$ cat src/assert_macros.svh
`ifndef ASSERT_MACROS_SVH
`define ASSERT_MACROS_SVH

// same-cycle implication, sampled on clk, off while rst_n is low
`define ASSERT_IMP(label, ante, cons) \
    label: assert property (@(posedge clk) disable iff (!rst_n) (ante) |-> (cons)) \
        else $error("same-cycle implication failed");

// next-cycle implication, sampled on clk, off while rst_n is low
`define ASSERT_NXT(label, ante, cons) \
    label: assert property (@(posedge clk) disable iff (!rst_n) (ante) |=> (cons)) \
        else $error("next-cycle implication failed");

`endif

$ cat src/e2c_pkg.sv
`timescale 1ns / 1ps

package e2c_pkg;

    localparam int SECONDS_W = 32;
    localparam int DIVISOR_W = 6;
    localparam int PC_W      = 4;

    localparam logic [DIVISOR_W-1:0] DIVISOR_MIN  = 6'd60;
    localparam logic [DIVISOR_W-1:0] DIVISOR_HOUR = 6'd24;
    localparam logic [DIVISOR_W-1:0] DIVISOR_WEEK = 6'd7;

    // one byte step of the divider: q = (v * RECIP) >> RECIP_SHIFT,
    // exact for every partial value v below 256 times the divisor
    localparam int RECIP_W     = 18;
    localparam int RECIP_SHIFT = 20;
    localparam logic [RECIP_W-1:0] RECIP_MIN  = 18'd17477;
    localparam logic [RECIP_W-1:0] RECIP_HOUR = 18'd43691;
    localparam logic [RECIP_W-1:0] RECIP_WEEK = 18'd149797;

    // 1970-01-01 was a thursday
    localparam logic [2:0] WEEK_OFFSET = 3'd4;

    localparam logic signed [7:0] YEAR_1970 = -8'sd30;
    localparam logic [1:0] MOD4_1970   = 2'd2;
    localparam logic [6:0] MOD100_1970 = 7'd70;
    localparam logic [8:0] MOD400_1970 = 9'd370;
    localparam logic [6:0] MOD100_LAST = 7'd99;
    localparam logic [8:0] MOD400_LAST = 9'd399;

    localparam logic [8:0] LEN_YEAR = 9'd365;
    localparam logic [8:0] LEN_LEAP = 9'd366;
    localparam logic [4:0] LEN_FEB_LEAP = 5'd29;
    localparam logic [4:0] LEN_MONTH_MAX = 5'd31;
    localparam logic [3:0] MON_FEB  = 4'd1;
    localparam logic [3:0] MON_LAST = 4'd11;

    typedef enum logic [3:0] {
        OP_IDLE   = 4'd0,
        OP_DIV60  = 4'd1,
        OP_WB_SEC = 4'd2,
        OP_WB_MIN = 4'd3,
        OP_DIV24  = 4'd4,
        OP_WB_HR  = 4'd5,
        OP_DIV7   = 4'd6,
        OP_WB_WD  = 4'd7,
        OP_YEAR   = 4'd8,
        OP_MON    = 4'd9,
        OP_EMIT   = 4'd10
    } op_t;

    typedef enum logic [1:0] {
        C_NEXT   = 2'd0,
        C_ALWAYS = 2'd1,
        C_YEAR   = 2'd2,
        C_MON    = 2'd3
    } cond_t;

    typedef struct packed {
        op_t              op;
        cond_t            cond;
        logic [PC_W-1:0]  target;
    } ctrl_t;

    typedef struct packed {
        logic [5:0]        second_of_minute;
        logic [5:0]        minute_of_hour;
        logic [4:0]        hour_of_day;
        logic [2:0]        weekday;
        logic signed [7:0] year_from_2000;
        logic [8:0]        day_of_year;
        logic [3:0]        month_index;
        logic [4:0]        day_of_month;
    } result_t;

    function automatic ctrl_t ucode(input logic [PC_W-1:0] pc);
        ctrl_t w;
        w.op     = OP_IDLE;
        w.cond   = C_NEXT;
        w.target = '0;
        case (pc)
            4'd0:  w.op = OP_IDLE;
            4'd1:  w.op = OP_DIV60;
            4'd2:  w.op = OP_WB_SEC;
            4'd3:  w.op = OP_DIV60;
            4'd4:  w.op = OP_WB_MIN;
            4'd5:  w.op = OP_DIV24;
            4'd6:  w.op = OP_WB_HR;
            4'd7:  w.op = OP_DIV7;
            4'd8:  w.op = OP_WB_WD;
            4'd9:
            begin
                w.op     = OP_YEAR;
                w.cond   = C_YEAR;
                w.target = 4'd9;
            end
            4'd10:
            begin
                w.op     = OP_MON;
                w.cond   = C_MON;
                w.target = 4'd10;
            end
            4'd11:
            begin
                w.op     = OP_EMIT;
                w.cond   = C_ALWAYS;
                w.target = 4'd0;
            end
            default:
            begin
                w.op     = OP_IDLE;
                w.cond   = C_ALWAYS;
                w.target = 4'd0;
            end
        endcase
        return w;
    endfunction

    // february gives the common-year length, leap fixup is done by the caller
    function automatic logic [4:0] month_days(input logic [3:0] mon);
        logic [4:0] d;
        case (mon)
            4'd1:  d = 5'd28;
            4'd3:  d = 5'd30;
            4'd5:  d = 5'd30;
            4'd8:  d = 5'd30;
            4'd10: d = 5'd30;
            default: d = 5'd31;
        endcase
        return d;
    endfunction

endpackage

$ cat src/e2c_in_if.sv
`timescale 1ns / 1ps

interface e2c_in_if;
    logic                           valid;
    logic                           ready;
    logic [e2c_pkg::SECONDS_W-1:0]  epoch_seconds;

    modport source (output valid, output epoch_seconds, input ready);
    modport sink (input valid, input epoch_seconds, output ready);
endinterface

$ cat src/e2c_out_if.sv
`timescale 1ns / 1ps

interface e2c_out_if;
    logic              valid;
    logic              ready;
    logic [5:0]        second_of_minute;
    logic [5:0]        minute_of_hour;
    logic [4:0]        hour_of_day;
    logic [2:0]        weekday;
    logic signed [7:0] year_from_2000;
    logic [8:0]        day_of_year;
    logic [3:0]        month_index;
    logic [4:0]        day_of_month;

    modport source (
        output valid, output second_of_minute, output minute_of_hour,
        output hour_of_day, output weekday, output year_from_2000,
        output day_of_year, output month_index, output day_of_month,
        input ready
    );
    modport sink (
        input valid, input second_of_minute, input minute_of_hour,
        input hour_of_day, input weekday, input year_from_2000,
        input day_of_year, input month_index, input day_of_month,
        output ready
    );
endinterface

$ cat src/e2c_div.sv
`timescale 1ns / 1ps

// divider by one of the small fixed divisors, one quotient byte per cycle;
// each byte step divides the partial value by reciprocal multiplication
module e2c_div #(
    parameter int W = 32
) (
    input  logic                            clk,
    input  logic                            rst_n,
    input  logic                            start,
    input  logic [W-1:0]                    dividend,
    input  logic [e2c_pkg::DIVISOR_W-1:0]   divisor,
    output logic                            busy,
    output logic [W-1:0]                    quotient,
    output logic [e2c_pkg::DIVISOR_W-1:0]   remainder
);

    localparam int NB     = (W + 7) / 8;
    localparam int PW     = NB * 8;
    localparam int CNT_W  = $clog2(NB + 1);
    localparam int PART_W = e2c_pkg::DIVISOR_W + 8;
    localparam int PROD_W = PART_W + e2c_pkg::RECIP_W;

    logic [CNT_W-1:0]                  cnt_reg, cnt_next;
    logic [PW-1:0]                     q_reg, q_next;
    logic [e2c_pkg::DIVISOR_W-1:0]     r_reg, r_next;
    logic [e2c_pkg::DIVISOR_W-1:0]     d_reg, d_next;
    logic [PART_W-1:0]                 part;
    logic [e2c_pkg::RECIP_W-1:0]       recip;
    logic [PROD_W-1:0]                 prod;
    logic [7:0]                        digit;
    logic [PART_W-1:0]                 back;
    logic [PART_W-1:0]                 left;

    always_comb
    begin
        case (d_reg)
            e2c_pkg::DIVISOR_HOUR: recip = e2c_pkg::RECIP_HOUR;
            e2c_pkg::DIVISOR_WEEK: recip = e2c_pkg::RECIP_WEEK;
            default:               recip = e2c_pkg::RECIP_MIN;
        endcase
    end

    // partial remainder stays below the divisor, so the byte quotient fits in 8 bits
    assign part  = {r_reg, q_reg[PW-1 -: 8]};
    assign prod  = part * recip;
    assign digit = prod[e2c_pkg::RECIP_SHIFT +: 8];
    assign back  = digit * d_reg;
    assign left  = part - back;

    always_comb
    begin
        cnt_next = cnt_reg;
        q_next   = q_reg;
        r_next   = r_reg;
        d_next   = d_reg;
        if (start)
        begin
            cnt_next = CNT_W'(NB);
            q_next   = PW'(dividend);
            r_next   = '0;
            d_next   = divisor;
        end
        else if (busy)
        begin
            cnt_next = cnt_reg - CNT_W'(1);
            q_next   = {q_reg[PW-9:0], digit};
            r_next   = left[e2c_pkg::DIVISOR_W-1:0];
        end
    end

    always_ff @(posedge clk or negedge rst_n)
    begin
        if (!rst_n)
        begin
            cnt_reg <= '0;
        end
        else
        begin
            cnt_reg <= cnt_next;
        end
    end

    always_ff @(posedge clk)
    begin
        q_reg <= q_next;
        r_reg <= r_next;
        d_reg <= d_next;
    end

    assign busy      = cnt_reg != '0;
    assign quotient  = q_reg[W-1:0];
    assign remainder = r_reg;

endmodule

$ cat src/epoch_to_calendar.sv
`timescale 1ns / 1ps
// accept to result valid: divisions by 60, 60, 24 and 7 in the byte-per-cycle
// divider, then a loop of one year per step from 1970, one of one month per step,
// and the emit; one transaction at a time, the next taken once back at idle;
// a result still waiting on the output holds the final step
// reset: asynchronous, active low; clears step counter, divider count, valid flag
`include "assert_macros.svh"

module epoch_to_calendar #(
    parameter int EPOCH_BITS = 32
) (
    input  logic        clk,
    input  logic        rst_n,
    e2c_in_if.sink      epoch,
    e2c_out_if.source   calendar
);

    // 86400 seconds a day exceeds 2^16, so days fit in this many bits
    localparam int DAY_BITS = EPOCH_BITS - 16;

    e2c_pkg::ctrl_t                  ctrl;
    logic [e2c_pkg::PC_W-1:0]        pc_reg, pc_next;
    logic                            out_valid_reg, out_valid_next;
    e2c_pkg::result_t                out_data_reg, out_data_next;

    logic [EPOCH_BITS-1:0]           t_reg, t_next;
    logic [DAY_BITS-1:0]             rem_reg, rem_next;
    logic signed [7:0]               year_reg, year_next;
    logic [1:0]                      m4_reg, m4_next;
    logic [6:0]                      m100_reg, m100_next;
    logic [8:0]                      m400_reg, m400_next;
    logic [3:0]                      mon_reg, mon_next;
    logic [8:0]                      yday_reg, yday_next;
    logic [5:0]                      sec_reg, sec_next;
    logic [5:0]                      min_reg, min_next;
    logic [4:0]                      hour_reg, hour_next;
    logic [2:0]                      wday_reg, wday_next;

    logic                            stall;
    logic                            take;
    logic                            leap;
    logic [8:0]                      ylen;
    logic [4:0]                      mlen;

    logic                            div_start;
    logic                            div_busy;
    logic [EPOCH_BITS-1:0]           div_dividend;
    logic [e2c_pkg::DIVISOR_W-1:0]   div_divisor;
    logic [EPOCH_BITS-1:0]           div_q;
    logic [e2c_pkg::DIVISOR_W-1:0]   div_r;

    assign ctrl = e2c_pkg::ucode(pc_reg);

    assign leap = ((m4_reg == 2'd0) && (m100_reg != 7'd0)) || (m400_reg == 9'd0);
    assign ylen = leap ? e2c_pkg::LEN_LEAP : e2c_pkg::LEN_YEAR;
    assign mlen = (leap && (mon_reg == e2c_pkg::MON_FEB)) ? e2c_pkg::LEN_FEB_LEAP
                                                          : e2c_pkg::month_days(mon_reg);

    assign div_start = (ctrl.op == e2c_pkg::OP_DIV60) || (ctrl.op == e2c_pkg::OP_DIV24)
                    || (ctrl.op == e2c_pkg::OP_DIV7);
    assign div_dividend = (ctrl.op == e2c_pkg::OP_DIV7)
                        ? t_reg + EPOCH_BITS'(e2c_pkg::WEEK_OFFSET) : t_reg;

    always_comb
    begin
        case (ctrl.op)
            e2c_pkg::OP_DIV24: div_divisor = e2c_pkg::DIVISOR_HOUR;
            e2c_pkg::OP_DIV7:  div_divisor = e2c_pkg::DIVISOR_WEEK;
            default:           div_divisor = e2c_pkg::DIVISOR_MIN;
        endcase
    end

    e2c_div #(
        .W (EPOCH_BITS)
    ) u_div (
        .clk       (clk),
        .rst_n     (rst_n),
        .start     (div_start),
        .dividend  (div_dividend),
        .divisor   (div_divisor),
        .busy      (div_busy),
        .quotient  (div_q),
        .remainder (div_r)
    );

    // steps that wait on the input, the divider or the output register
    always_comb
    begin
        case (ctrl.op)
            e2c_pkg::OP_IDLE:   stall = !epoch.valid;
            e2c_pkg::OP_WB_SEC: stall = div_busy;
            e2c_pkg::OP_WB_MIN: stall = div_busy;
            e2c_pkg::OP_WB_HR:  stall = div_busy;
            e2c_pkg::OP_WB_WD:  stall = div_busy;
            e2c_pkg::OP_EMIT:   stall = out_valid_reg && !calendar.ready;
            default:            stall = 1'b0;
        endcase
    end

    always_comb
    begin
        case (ctrl.cond)
            e2c_pkg::C_ALWAYS: take = 1'b1;
            e2c_pkg::C_YEAR:   take = rem_reg >= DAY_BITS'(ylen);
            e2c_pkg::C_MON:    take = (mon_reg != e2c_pkg::MON_LAST)
                                   && (rem_reg >= DAY_BITS'(mlen));
            default:           take = 1'b0;
        endcase
    end

    assign pc_next = stall ? pc_reg
                   : (take ? ctrl.target : pc_reg + e2c_pkg::PC_W'(1));

    always_comb
    begin
        t_next         = t_reg;
        rem_next       = rem_reg;
        year_next      = year_reg;
        m4_next        = m4_reg;
        m100_next      = m100_reg;
        m400_next      = m400_reg;
        mon_next       = mon_reg;
        yday_next      = yday_reg;
        sec_next       = sec_reg;
        min_next       = min_reg;
        hour_next      = hour_reg;
        wday_next      = wday_reg;
        out_data_next  = out_data_reg;
        out_valid_next = out_valid_reg && !calendar.ready;
        case (ctrl.op)
            e2c_pkg::OP_IDLE:
            begin
                if (epoch.valid)
                begin
                    t_next    = EPOCH_BITS'(epoch.epoch_seconds);
                    year_next = e2c_pkg::YEAR_1970;
                    m4_next   = e2c_pkg::MOD4_1970;
                    m100_next = e2c_pkg::MOD100_1970;
                    m400_next = e2c_pkg::MOD400_1970;
                    mon_next  = '0;
                end
            end
            e2c_pkg::OP_WB_SEC:
            begin
                if (!div_busy)
                begin
                    t_next   = div_q;
                    sec_next = div_r;
                end
            end
            e2c_pkg::OP_WB_MIN:
            begin
                if (!div_busy)
                begin
                    t_next   = div_q;
                    min_next = div_r;
                end
            end
            e2c_pkg::OP_WB_HR:
            begin
                if (!div_busy)
                begin
                    t_next    = div_q;
                    rem_next  = div_q[DAY_BITS-1:0];
                    hour_next = div_r[4:0];
                end
            end
            e2c_pkg::OP_WB_WD:
            begin
                if (!div_busy)
                begin
                    wday_next = div_r[2:0];
                end
            end
            e2c_pkg::OP_YEAR:
            begin
                if (take)
                begin
                    rem_next  = rem_reg - DAY_BITS'(ylen);
                    year_next = year_reg + 8'sd1;
                    m4_next   = m4_reg + 2'd1;
                    m100_next = (m100_reg == e2c_pkg::MOD100_LAST) ? 7'd0 : m100_reg + 7'd1;
                    m400_next = (m400_reg == e2c_pkg::MOD400_LAST) ? 9'd0 : m400_reg + 9'd1;
                end
                else
                begin
                    yday_next = rem_reg[8:0];
                end
            end
            e2c_pkg::OP_MON:
            begin
                if (take)
                begin
                    rem_next = rem_reg - DAY_BITS'(mlen);
                    mon_next = mon_reg + 4'd1;
                end
            end
            e2c_pkg::OP_EMIT:
            begin
                if (!stall)
                begin
                    out_valid_next                 = 1'b1;
                    out_data_next.second_of_minute = sec_reg;
                    out_data_next.minute_of_hour   = min_reg;
                    out_data_next.hour_of_day      = hour_reg;
                    out_data_next.weekday          = wday_reg;
                    out_data_next.year_from_2000   = year_reg;
                    out_data_next.day_of_year      = yday_reg;
                    out_data_next.month_index      = mon_reg;
                    out_data_next.day_of_month     = rem_reg[4:0] + 5'd1;
                end
            end
            default:
            begin
            end
        endcase
    end

    always_ff @(posedge clk or negedge rst_n)
    begin
        if (!rst_n)
        begin
            pc_reg        <= '0;
            out_valid_reg <= 1'b0;
        end
        else
        begin
            pc_reg        <= pc_next;
            out_valid_reg <= out_valid_next;
        end
    end

    always_ff @(posedge clk)
    begin
        t_reg        <= t_next;
        rem_reg      <= rem_next;
        year_reg     <= year_next;
        m4_reg       <= m4_next;
        m100_reg     <= m100_next;
        m400_reg     <= m400_next;
        mon_reg      <= mon_next;
        yday_reg     <= yday_next;
        sec_reg      <= sec_next;
        min_reg      <= min_next;
        hour_reg     <= hour_next;
        wday_reg     <= wday_next;
        out_data_reg <= out_data_next;
    end

    assign epoch.ready               = ctrl.op == e2c_pkg::OP_IDLE;
    assign calendar.valid            = out_valid_reg;
    assign calendar.second_of_minute = out_data_reg.second_of_minute;
    assign calendar.minute_of_hour   = out_data_reg.minute_of_hour;
    assign calendar.hour_of_day      = out_data_reg.hour_of_day;
    assign calendar.weekday          = out_data_reg.weekday;
    assign calendar.year_from_2000   = out_data_reg.year_from_2000;
    assign calendar.day_of_year      = out_data_reg.day_of_year;
    assign calendar.month_index      = out_data_reg.month_index;
    assign calendar.day_of_month     = out_data_reg.day_of_month;

    // the divider only runs while the program sits on a writeback step
    `ASSERT_IMP(a_div_busy_at_wb, div_busy,
        (ctrl.op == e2c_pkg::OP_WB_SEC) || (ctrl.op == e2c_pkg::OP_WB_MIN) ||
        (ctrl.op == e2c_pkg::OP_WB_HR) || (ctrl.op == e2c_pkg::OP_WB_WD))
    `ASSERT_NXT(a_emit_sets_valid, (ctrl.op == e2c_pkg::OP_EMIT) && !stall,
        calendar.valid && (pc_reg == '0))
    `ASSERT_IMP(a_month_exit_in_range, (ctrl.op == e2c_pkg::OP_MON) && !take,
        rem_reg < DAY_BITS'(e2c_pkg::LEN_MONTH_MAX))
    `ASSERT_IMP(a_no_accept_while_busy, epoch.valid && epoch.ready, !div_busy)

endmodule
$ cat src/flat_wrapper.sv
// flat-port wrapper written by rule: the top's interface ports become plain ports
module epoch_to_calendar_flat 
#(
    parameter int EPOCH_BITS = 32
)
  (clk, rst_n, epoch_valid, epoch_epoch_seconds, epoch_ready, calendar_valid, calendar_second_of_minute, calendar_minute_of_hour, calendar_hour_of_day, calendar_weekday, calendar_year_from_2000, calendar_day_of_year, calendar_month_index, calendar_day_of_month, calendar_ready);
  e2c_in_if epoch_i ();
  e2c_out_if calendar_i ();
  input  logic clk;
  input  logic rst_n;
  input wire logic [$bits(epoch_i.valid)-1:0] epoch_valid;
  input wire logic [$bits(epoch_i.epoch_seconds)-1:0] epoch_epoch_seconds;
  output wire logic [$bits(epoch_i.ready)-1:0] epoch_ready;
  output wire logic [$bits(calendar_i.valid)-1:0] calendar_valid;
  output wire logic [$bits(calendar_i.second_of_minute)-1:0] calendar_second_of_minute;
  output wire logic [$bits(calendar_i.minute_of_hour)-1:0] calendar_minute_of_hour;
  output wire logic [$bits(calendar_i.hour_of_day)-1:0] calendar_hour_of_day;
  output wire logic [$bits(calendar_i.weekday)-1:0] calendar_weekday;
  output wire logic [$bits(calendar_i.year_from_2000)-1:0] calendar_year_from_2000;
  output wire logic [$bits(calendar_i.day_of_year)-1:0] calendar_day_of_year;
  output wire logic [$bits(calendar_i.month_index)-1:0] calendar_month_index;
  output wire logic [$bits(calendar_i.day_of_month)-1:0] calendar_day_of_month;
  input wire logic [$bits(calendar_i.ready)-1:0] calendar_ready;
  assign epoch_i.valid = epoch_valid;
  assign epoch_i.epoch_seconds = epoch_epoch_seconds;
  assign epoch_ready = epoch_i.ready;
  assign calendar_valid = calendar_i.valid;
  assign calendar_second_of_minute = calendar_i.second_of_minute;
  assign calendar_minute_of_hour = calendar_i.minute_of_hour;
  assign calendar_hour_of_day = calendar_i.hour_of_day;
  assign calendar_weekday = calendar_i.weekday;
  assign calendar_year_from_2000 = calendar_i.year_from_2000;
  assign calendar_day_of_year = calendar_i.day_of_year;
  assign calendar_month_index = calendar_i.month_index;
  assign calendar_day_of_month = calendar_i.day_of_month;
  assign calendar_i.ready = calendar_ready;
  epoch_to_calendar #(.EPOCH_BITS(EPOCH_BITS)) u_core (.clk(clk), .rst_n(rst_n), .epoch(epoch_i), .calendar(calendar_i));
endmodule
$ cat config.mk
export PLATFORM = sky130hd
export DESIGN_NAME = epoch_to_calendar_flat
export DESIGN_NICKNAME = d
export VERILOG_FILES = /design/src/e2c_pkg.sv /design/src/e2c_in_if.sv /design/src/e2c_out_if.sv /design/src/e2c_div.sv /design/src/epoch_to_calendar.sv /design/src/flat_wrapper.sv
export VERILOG_INCLUDE_DIRS = /design/src /design/src/src
export SDC_FILE = /design/constraint.sdc
export NUM_CORES = 1
export LEC_CHECK = 0
export BUFFER_PORTS_ARGS = -buffer_cell sky130_fd_sc_hd__buf_2
export CAP_MARGIN = 5
export CORE_MARGIN = 2
export CORE_UTILIZATION = 47
export CTS_CLUSTER_DIAMETER = 60
export DETAILED_ROUTE_END_ITERATION = 10
export PLACE_DENSITY = 0.61
export SYNTH_ARGS = -nofsm -noshare
export SYNTH_HDL_FRONTEND = slang
export SYNTH_SLANG_ARGS = --single-unit
export TNS_END_PERCENT = 1
$ cat constraint.sdc
create_clock -name clk -period 17.9 [get_ports clk]
set_input_delay 1.79 -clock clk [delete_from_list [all_inputs] [get_ports clk]]
set_output_delay 1.79 -clock clk [all_outputs]
set_load 0.02 [all_outputs]
==> flow_summary_export.csv, run 1 <==
group,metric,value,unit
placed_design,place_congestion,0.953,
worst_setup_path,arrival,11.38,ns
clock_network,htree_levels,1,
placed_design,post-place-ws,7.06,ns
pwr,p_switching,1.43,mW
pwr,p_int,1.70,mW
pwr,irDropWorstVdd,0.144,mV
synthesis,seq_area_frac_synth,37.2,%
worst_setup_path,critical_path.max_fanout,17,
layout,final_cell_mix,"261 x inv_1, 189 x edfxtp_1, 152 x nand2_1",
worst_setup_path,worstPathRequired,18.36,ns
clock_network,cts-root-buf,"clkbuf_16",
job,maxCapViolations,0,
layout,seq_area,6000,µm²
floorplanning,fp.coreArea,33600,µm²
clock_network,clock-sinks,203,
worst_setup_path,end_kind,"register",
timing,fin_crit_sh,61.0,%
clock_network,clk_path_buf_depth,3,
worst_setup_path,reg2reg_depth,37,
timing,slew_headroom,38.1,%
worst_setup_path,critPathKind,"register to register",
detailed_routing,drc,0,
timing,finalSetupViolCount,0,
clock_network,post_cts_resized,0,
synthesis,syn_avg_cell_area,10.7,µm²
layout,insertedDiodeCount,0,
worst_setup_path,slowest_delay,0.62,ns
detailed_routing,drt_iter0_markers,695,
worst_setup_path,cp_common_cell,"fa_1",
synthesis,ys_warn_count,0,
synthesis,mappedNetlistArea,16100,µm²
synthesis,synth_cell_types,67,
layout,drive_above_1_share,11.2,%
clock_network,clk_pin_slew,0.06,ns
worst_hold_path,hp-class,"register to register",
detailed_routing,via_per_inst,5.29,
global_routing,grt_use_total,21.5,%
clock_network,cts_buffers,23,
clock_network,postCtsSetupRepairBufs,0,
layout,multi_input_area,9050,µm²
timing,tns,0,ns
global_routing,grt_pass1_vias,11100,
pwr,p_comb_share,66.7,%
timing,finClkSkew,0.0165,ns
global_routing,grt_pass1_wl,60500,µm
timing,period_minus_slack,10.92,ns
floorplanning,start_util,47.9,%
layout,finalNetCount,1909,
timing,whs,0.416,ns
layout,final_cell_count_no_fill,2052,
floorplanning,ioPinCount,84,
worst_hold_path,hold_depth,0,
synthesis,synth-seq-cells,203,
outcome,outcome,"finished, final reports clean",
detailed_routing,drt-wirelength-per-cell,17.9,µm
synthesis,netlist_instances,1498,
synthesis,synth_area_leaders,"edfxtp_1 35%, fa_1 18%, ha_1 11%, inv_1 6.1%, nand2_1 3.5%",
synthesis,synth_top_area_cell,"edfxtp_1",
global_routing,grt_max_degree,64,
timing,finalMaxSlewViolations,0,
pwr,power.leakage,7.97,nW
pwr,cellPowerDensity,176,nW/µm²
detailed_routing,dr_total_vias,10800,
detailed_routing,first_pass_iters,6,
floorplanning,rows,67,
pwr,sw_frac_of_total,45.7,%
clock_network,postCtsHoldBufs,0,
worst_setup_path,critPathLaunchType,"register",
layout,final_common_cell,"inv_1",
synthesis,synthFlopType,"edfxtp_1",
placed_design,portBuffers,83,
timing,finalHoldViolations,0,
floorplanning,dieArea,35700,µm²
layout,fill_cells,3047,
clock_network,cts_tree,"done",
pwr,seq_power_share,18.7,%
floorplanning,die_h,189,µm
synthesis,synth_async_sr_flop_share,3.94,%
floorplanning,die_w,189,µm
timing,rsz0062_at_grt,"false",
pwr,clockPowerShare,14.5,%
detailed_routing,wirelength,36800,µm
layout,area_growth,10.6,%
synthesis,synth_edf_count,189,
global_routing,antenna_found_initial,0,
placed_design,dp_hpwl,29200,µm
timing,fin_ws,6.98,ns
global_routing,overflow,0,
clock_network,clk_latency,0.53,ns
worst_setup_path,slowest_stage,"nor2_1",
timing,max_slew.worst_pin.slew,0.927,ns
timing,fmax,0.0916,GHz
synthesis,synth_top_cell_area_share,35.3,%
pwr,total_power,3.13,mW
placed_design,dp_cells,2012,
detailed_routing,ant_nets,0,
## power groups by stage
stage	Clock (mW)	Sequential, mW	Combinational, mW
finish	0.455	0.587	2.09
global route	0.482	0.589	2.40
CTS	0.468	0.586	2.10
detailed placement	0	0.596	2.09
global placement	0	0.597	2.04
floorplan	0	0.573	1.58
## cell usage after synthesis (all sizes together) (4+ instances only)
library cell  number
a211oi             6
a21o               8
a21oi             36
a221o              7
a22o               6
a31oi              6
and2              25
and3              26
clkbuf            32
dfrtp              8
dfxtp              6
edfxtp           189
fa               146
ha               138
inv              261
mux2              32
mux2i              5
nand2            152
nand2b            10
nand3             39
nand4             11
nor2              75
nor2b              8
nor3              26
nor4               8
o21ai             57
o21bai             4
o221ai            13
o22ai              5
o31ai              4
or2               11
or3                4
xnor2             51
xor2              40
## cell type report
cell class	count	share of cell area, %
multi-input cells	1005	50.8
clock inverters	8	0.646
inverters	261	5.50
well taps	448	3.15
clock buffers	32	3.42
repair buffers	95	2.84
flip-flops and latches	203	33.7
## metrics by stage
stage / util (%) / instance area, µm²
after global placement: 50.8 / 17100
after CTS: 53.0 / 17800
final: 53.0 / 17800
after detailed placement: 50.8 / 17100
after global routing: 53.0 / 17800
after floorplan: - / 16100
## worst max-delay path, delay by kind of cell (launching register included)
kind | cells | cell delay, ns
AO/OA/AOI/OAI | 5 | 1.26
XOR/XNOR | 3 | 0.51
adder cells (fa/ha/maj) | 12 | 5.52
buffers and inverters | 8 | 0.39
flip-flops | 1 | 0.54
AND/OR/NAND/NOR | 9 | 2.63
## path summary, 6_finish.rpt
path / startpoint / slack [ns] / end
setup / recovery: u_core.u_div.d_reg[1]$_DFFE_PN_ / 6.98 / u_core.u_div.remainder[5]$_SDFFE_PN0P_
hold / removal: u_core.sec_reg[4]$_DFFE_PP_ / 0.42 / u_core.calendar.second_of_minute[4]$_DFFE_PP_
setup reg to reg: u_core.u_div.d_reg[1]$_DFFE_PN_ / 6.98 / u_core.u_div.remainder[5]$_SDFFE_PN0P_
hold reg to reg: u_core.sec_reg[4]$_DFFE_PP_ / 0.42 / u_core.calendar.second_of_minute[4]$_DFFE_PP_
max in group asynchronous: rst_n / 16.59 / u_core.u_div.cnt_reg[0]$_DFFE_PN0P_
min in group asynchronous: rst_n / 1.11 / u_core.pc_reg[1]$_DFFE_PN0N_
## cells by family after synthesis
logic type                 share of synthesized area, %
xor gates and xnor gates                           5.09
AOI/OAI and AO/OA                                  7.13
other                                            0.0466
DFF                                                37.2
adders and majority gates                          28.9
and+or+nand+nor                                    12.1
muxes                                              2.55
buffers and inverters                              6.92
## metal layers
metal / routed length, µm / up-vias / track usage (%)
li1: - / 5207 / -
met1: 16800 / 5308 / 30.3
met2: 17200 / 275 / 34.9
met3: 1820 / 59 / 2.89
met4: 1040 / 0 / 6.04
met5: 0 / - / 0
No activity file was read; power rests on OpenSTA's default activity.
==> run 2, diff against run 1 <==
PLACE_DENSITY = 0.63   (was 0.61)
clock period = 9.3 ns   (was 17.9 ns; I/O delays follow)
==> flow_summary_export.csv, run 2 (synthesis results as in run 1) <==
group,metric,value,unit
outcome,outcome,"complete, but fails checks",
outcome,violations,"negative setup slack",
floorplanning,die_h,189,µm
timing,finalHoldViolations,0,
placed_design,dp_hpwl,31600,µm
global_routing,grt_pass1_wl,63900,µm
detailed_routing,drt-wirelength-per-cell,17.8,µm
global_routing,overflow,0,
pwr,irDropWorstVdd,0.430,mV
placed_design,placed_cell_area,18400,µm²
detailed_routing,ant_nets,0,
pwr,clockPowerShare,11.3,%
pwr,cellPowerDensity,404,nW/µm²
global_routing,grt_max_degree,64,
pwr,p_int,4.59,mW
timing,finClkSkew,0.0245,ns
pwr,p_switching,3.28,mW
layout,drive_above_1_share,22.9,%
detailed_routing,wirelength,39600,µm
layout,insertedDiodeCount,0,
timing,fin_ws,-0.585,ns
timing,rsz0062_at_grt,"true",
global_routing,antenna_found_initial,0,
layout,area_growth,20.9,%
clock_network,cts_tree,"done",
pwr,total_power,7.87,mW
floorplanning,fp.coreArea,33600,µm²
detailed_routing,drt_iter0_markers,846,
floorplanning,die_w,189,µm
pwr,seq_power_share,13.8,%
layout,fill_cells,2862,
clock_network,clk_pin_slew,0.07,ns
clock_network,clock-sinks,203,
floorplanning,start_util,47.9,%
layout,design_area,19500,µm²
floorplanning,dieArea,35700,µm²
global_routing,grt_use_total,22.9,%
worst_setup_path,end_kind,"register",
timing,period_minus_slack,9.89,ns
timing,fin_crit_sh,106,%
worst_setup_path,critPathLaunchType,"register",
worst_setup_path,slowest_delay,0.64,ns
job,maxCapViolations,0,
timing,max_slew.worst_pin.slew,1.21,ns
worst_hold_path,hp-class,"input port to asynchronous set/reset pin",
timing,finalSetupViolCount,1,
placed_design,portBuffers,83,
clock_network,clk_path_buf_depth,3,
clock_network,cts_buffers,23,
worst_setup_path,arrival,10.36,ns
worst_setup_path,critPathKind,"register to register",
pwr,power.leakage,8.84,nW
pwr,sw_frac_of_total,41.7,%
worst_setup_path,slowest_stage,"or4b_4",
detailed_routing,first_pass_iters,5,
detailed_routing,via_per_inst,5.20,
floorplanning,ioPinCount,84,
layout,final_cell_mix,"253 x inv_1, 189 x edfxtp_1, 176 x buf_4",
clock_network,htree_levels,1,
detailed_routing,drc,0,
global_routing,grt_pass1_vias,11900,
clock_network,cts-root-buf,"clkbuf_16",
pwr,p_comb_share,74.9,%
timing,fmax,0.101,GHz
layout,finalNetCount,2083,
timing,finalMaxSlewViolations,0,
worst_setup_path,critical_path.max_fanout,5,
timing,whs,0.249,ns
detailed_routing,dr_total_vias,11600,
clock_network,clk_latency,0.53,ns
floorplanning,rows,67,
worst_setup_path,worstPathRequired,9.77,ns
layout,final_common_cell,"inv_1",
timing,slew_headroom,19.6,%
placed_design,place_congestion,0.926,
-- run 2: cell types whose count changed in the layout (fill, tap and decap cells not counted), moves of 5 or more --
cell / delta
buf_6: +5
and2_1: -8
buf_4: +164
ha_4: +7
ha_1: -7
and2_4: +6
inv_1: -8
fa_2: +7
fa_1: -7
inv_2: +7
-- run 2: cell type report --
cell class | instances | area, µm² | share of cell area (%)
Timing Repair Buffer | 268 | 1840 | 9.47
Inverter | 261 | 983 | 5.05
Sequential cell | 203 | 6000 | 30.8
Clock buffer | 32 | 641 | 3.29
Clock inverter | 10 | 100 | 0.514
Multi-Input combinational cell | 1006 | 9340 | 48.0
Tap cell | 448 | 561 | 2.88
-- run 2: path summary, 6_finish.rpt --
path | from | end | slack, ns | depth (start not counted)
worst min-delay path | rst_n | u_core.calendar.valid$_DFF_PN0_ | 0.25 | 1
worst max register to register | u_core.u_div.d_reg[1]$_DFFE_PN_ | u_core.u_div.remainder[5]$_SDFFE_PN0P_ | -0.59 | 39
max in group asynchronous | rst_n | u_core.pc_reg[0]$_DFFE_PN0N_ | 8.86 | 1
worst max-delay path | u_core.u_div.d_reg[1]$_DFFE_PN_ | u_core.u_div.remainder[5]$_SDFFE_PN0P_ | -0.59 | 39
worst min register to register | u_core.yday_reg[6]$_DFFE_PP_ | u_core.calendar.day_of_year[6]$_DFFE_PP_ | 0.40 | 0
min in group clk | u_core.yday_reg[6]$_DFFE_PP_ | u_core.calendar.day_of_year[6]$_DFFE_PP_ | 0.40 | 0
-- run 2: power groups by stage --
stage / clock network, mW / registers, mW / logic, mW
3_5_place_dp: 0 / 1.11 / 5.46
2_1_floorplan: 0 / 1.10 / 3.29
3_3_place_gp: 0 / 1.11 / 5.39
5_1_grt: 0.940 / 1.09 / 6.54
4_1_cts: 0.904 / 1.09 / 5.65
6_report: 0.888 / 1.09 / 5.89
-- run 2: routing by layer --
metal	track usage [%]	vias to the layer above	wire length, µm
li1	-	5564	-
met3	2.30	77	1980
met2	36.3	324	17900
met4	6.61	0	1290
met1	33.6	5625	18400
met5	0	-	0
-- run 2: timing repair --
item | CTS | global route
gates resized for setup | 14 | 21
pin swaps | 18 | 20
setup buffers | 8 | 5
endpoints found under the setup margin | 1 | 2
gates cloned | 2 | 0
hold buffers | 0 | 0
-- run 2: through the flow --
| stage | std cells | setup TNS (ns) | util (%) | setup slack [ns] |
|---|---|---|---|---|
| 3_3_place_gp | 2170 | -0.447 | 54.9 | -0.447 |
| 4_1_cts | 2222 | -0.546 | 57.5 | -0.546 |
| 5_1_grt | 2228 | -1.01 | 57.9 | -1.00 |
| 3_5_place_dp | 2170 | -0.586 | 54.9 | -0.586 |
| 2_1_floorplan | 1504 | -0.399 | - | -0.399 |
| 6_report | 2228 | -0.585 | 57.9 | -0.585 |
-- run 2: worst max-delay path, delay by kind of cell (launching register included) --
| kind | cells | cell delay, ns |
|---|---|---|
| xor gates and xnor gates | 3 | 0.45 |
| adders and majority gates | 12 | 5.36 |
| buffers and inverters | 11 | 0.76 |
| and+or+nand+nor | 8 | 2.08 |
| DFF | 1 | 0.41 |
| AOI/OAI and AO/OA | 5 | 0.76 |
==> run 3, diff against run 2 <==
ABC_AREA = 1   (was default)
==> flow_summary_export.csv, run 3 <==
group,metric,value,unit
synthesis,synth_area_leaders,"edfxtp_1 33%, fa_1 17%, ha_1 10%, inv_1 9.6%, nand2_1 8.4%",
floorplanning,die_w,196,µm
synthesis,syn_avg_cell_area,8.79,µm²
timing,finalMaxSlewViolations,0,
synthesis,synth_common_cells,"441 x inv_1, 389 x nand2_1, 189 x edfxtp_1, 176 x nor2_1, 146 x fa_1",
layout,final_common_cell,"inv_1",
layout,area_growth,15.7,%
timing,whs,0.241,ns
synthesis,synth_top_cell_area_share,32.8,%
worst_setup_path,r2r_slack,0.31,ns
clock_network,clk_latency,0.54,ns
synthesis,synth-seq-cells,203,
floorplanning,start_util,47.5,%
detailed_routing,drt_iter0_markers,838,
layout,drive_above_1_share,15.0,%
global_routing,overflow,0,
clock_network,clk_path_buf_depth,3,
detailed_routing,drt-wirelength-per-cell,17.3,µm
worst_setup_path,r2r_start,"u_core.u_div.d_reg[2]$_DFFE_PN_",
worst_setup_path,end_kind,"register",
worst_setup_path,regToRegEndpoint,"u_core.u_div.remainder[5]$_SDFFE_PN0P_",
synthesis,synth_async_sr_flop_share,3.94,%
worst_setup_path,critical_path.top_delay_family,"adder cells",
layout,finalNetCount,2450,
clock_network,cts_tree,"done",
global_routing,grt_use_total,23.6,%
floorplanning,ioPinCount,84,
global_routing,grt_max_degree,62,
layout,final_cell_count_no_fill,2615,
timing,fmax,0.111,GHz
timing,finalSetupViolCount,0,
detailed_routing,drc,0,
synthesis,mappedNetlistArea,17300,µm²
synthesis,synth_top_area_cell,"edfxtp_1",
clock_network,clk_pin_slew,0.06,ns
layout,insertedDiodeCount,0,
timing,slew_headroom,20.2,%
timing,fin_crit_sh,96.6,%
detailed_routing,wirelength,45100,µm
worst_setup_path,arrival,9.40,ns
floorplanning,dieArea,38400,µm²
timing,max_slew.worst_pin.slew,1.19,ns
worst_setup_path,critical_path.max_fanout,6,
synthesis,synth.most_common_cell,"inv_1",
timing,finClkSkew,0.0460,ns
synthesis,synth_cell_types,54,
placed_design,portBuffers,83,
placed_design,dp_hpwl,36300,µm
layout,final_cell_mix,"431 x inv_1, 377 x nand2_1, 189 x edfxtp_1",
layout,fin_util,54.9,%
outcome,outcome,"finished, final reports clean",
global_routing,antenna_found_initial,0,
worst_setup_path,worstPathRequired,9.71,ns
synthesis,synth_edf_count,189,
synthesis,netlist_instances,1967,
synthesis,synthFlopType,"edfxtp_1",
timing,period_minus_slack,8.99,ns
floorplanning,die_h,196,µm
timing,finalHoldViolations,0,
worst_setup_path,slowest_delay,0.56,ns
worst_setup_path,cp_common_cell,"nand2_1",
worst_setup_path,cp_num_buf_inv,13,
detailed_routing,first_pass_iters,5,
worst_setup_path,critPathLaunchType,"register",
worst_setup_path,slowest_stage,"fa_1",
detailed_routing,via_per_inst,5.12,
worst_hold_path,hp-class,"input port to asynchronous set/reset pin",
worst_setup_path,critPathKind,"register to register",
floorplanning,rows,70,
clock_network,cts-root-buf,"clkbuf_16",
job,maxCapViolations,0,
placed_design,place_congestion,0.965,
clock_network,clock-sinks,203,
clock_network,htree_levels,1,
synthesis,seq_area_frac_synth,34.7,%
worst_setup_path,reg2reg_depth,46,
floorplanning,fp.coreArea,36400,µm²
clock_network,cts_buffers,24,
detailed_routing,ant_nets,0,
detailed_routing,dr_total_vias,13400,
global_routing,grt_pass1_vias,13200,
synthesis,ys_warn_count,0,
global_routing,grt_pass1_wl,70600,µm
placed_design,dp_cells,2555,
run 3: changes by cell type in the layout (fill, tap and decap cells not counted), moves of 39 or more:
cell and change:
nand2_1 +226, o21ai_0 +53, inv_1 +178, nor2_1 +76, buf_4 -104, xnor2_1 -39
run 3: layer usage:
metal | GRT usage (%) | up-vias | part of all wire (%)
li1 | - | 6568 | -
met1 | 33.5 | 6321 | 46
met2 | 37.3 | 408 | 45
met3 | 3.71 | 79 | 6.0
met4 | 7.69 | 0 | 3.1
met5 | 0 | - | 0
run 3: through the flow:
step,cell area (µm²),setup TNS [ns],worst slack [ns]
6_report,20000,0,0.312
5_1_grt,20000,-0.0817,-0.0817
4_1_cts,19500,0,0.0853
3_5_place_dp,18700,0,0.147
3_3_place_gp,18700,0,0.202
2_1_floorplan,17300,0,0.332
run 3: layout make-up:
class,instances,area [µm²]
clock inverter,13,154
sequential,203,6000
multi-input combinational,1290,9860
timing repair buffer,163,1070
clock buffer,30,663
inverter,448,1690
tap,468,586
fill,3384,16400
run 3: worst max path at each step:
stage / cells after the start / startpoint / slack, ns / endpoint
final: 46 / u_core.u_div.d_reg[2]$_DFFE_PN_ / 0.31 / u_core.u_div.remainder[5]$_SDFFE_PN0P_
after detailed placement: 48 / u_core.u_div.d_reg[5]$_DFFE_PN_ / 0.15 / u_core.u_div.remainder[5]$_SDFFE_PN0P_
after global routing: 49 / u_core.u_div.d_reg[2]$_DFFE_PN_ / -0.08 / u_core.u_div.remainder[5]$_SDFFE_PN0P_
after floorplan: 47 / u_core.u_div.d_reg[1]$_DFFE_PN_ / 0.33 / u_core.u_div.remainder[5]$_SDFFE_PN0P_
after CTS: 47 / u_core.u_div.d_reg[2]$_DFFE_PN_ / 0.09 / u_core.u_div.remainder[5]$_SDFFE_PN0P_
after global placement: 43 / u_core.u_div.d_reg[5]$_DFFE_PN_ / 0.20 / u_core.u_div.remainder[5]$_SDFFE_PN0P_
run 3: worst register-to-register path: cells and delay by family (launching register included):
kind | cells | cell delay (ns)
AO/OA/AOI/OAI | 1 | 0.13
adder cells (fa/ha/maj) | 12 | 5.19
buffers and inverters | 13 | 1.10
flip-flops | 1 | 0.39
AND/OR/NAND/NOR | 20 | 2.06
run 3: cell families (layout without fill, tap and decap cells):
logic type,after synthesis,in the layout,synth area share [%]
simple gates,745,745,18.9
buf+inv,480,654,10.5
fa+ha+maj,284,284,26.9
flops,203,203,34.7
compound gates,201,201,6.44
xor+xnor,52,52,2.63
other cells,2,8,0.0434
run 3: timing repair:
action                                  4_1_cts  5_1_grt
endpoints found under the setup margin        0        2
gates resized for setup                       0       89
hold buffers                                  0        0
setup buffers                                 0       16
Power of run 3 is not shown: default switching activity piles up to over one toggle a cycle in this logic, so the estimate is an artifact.
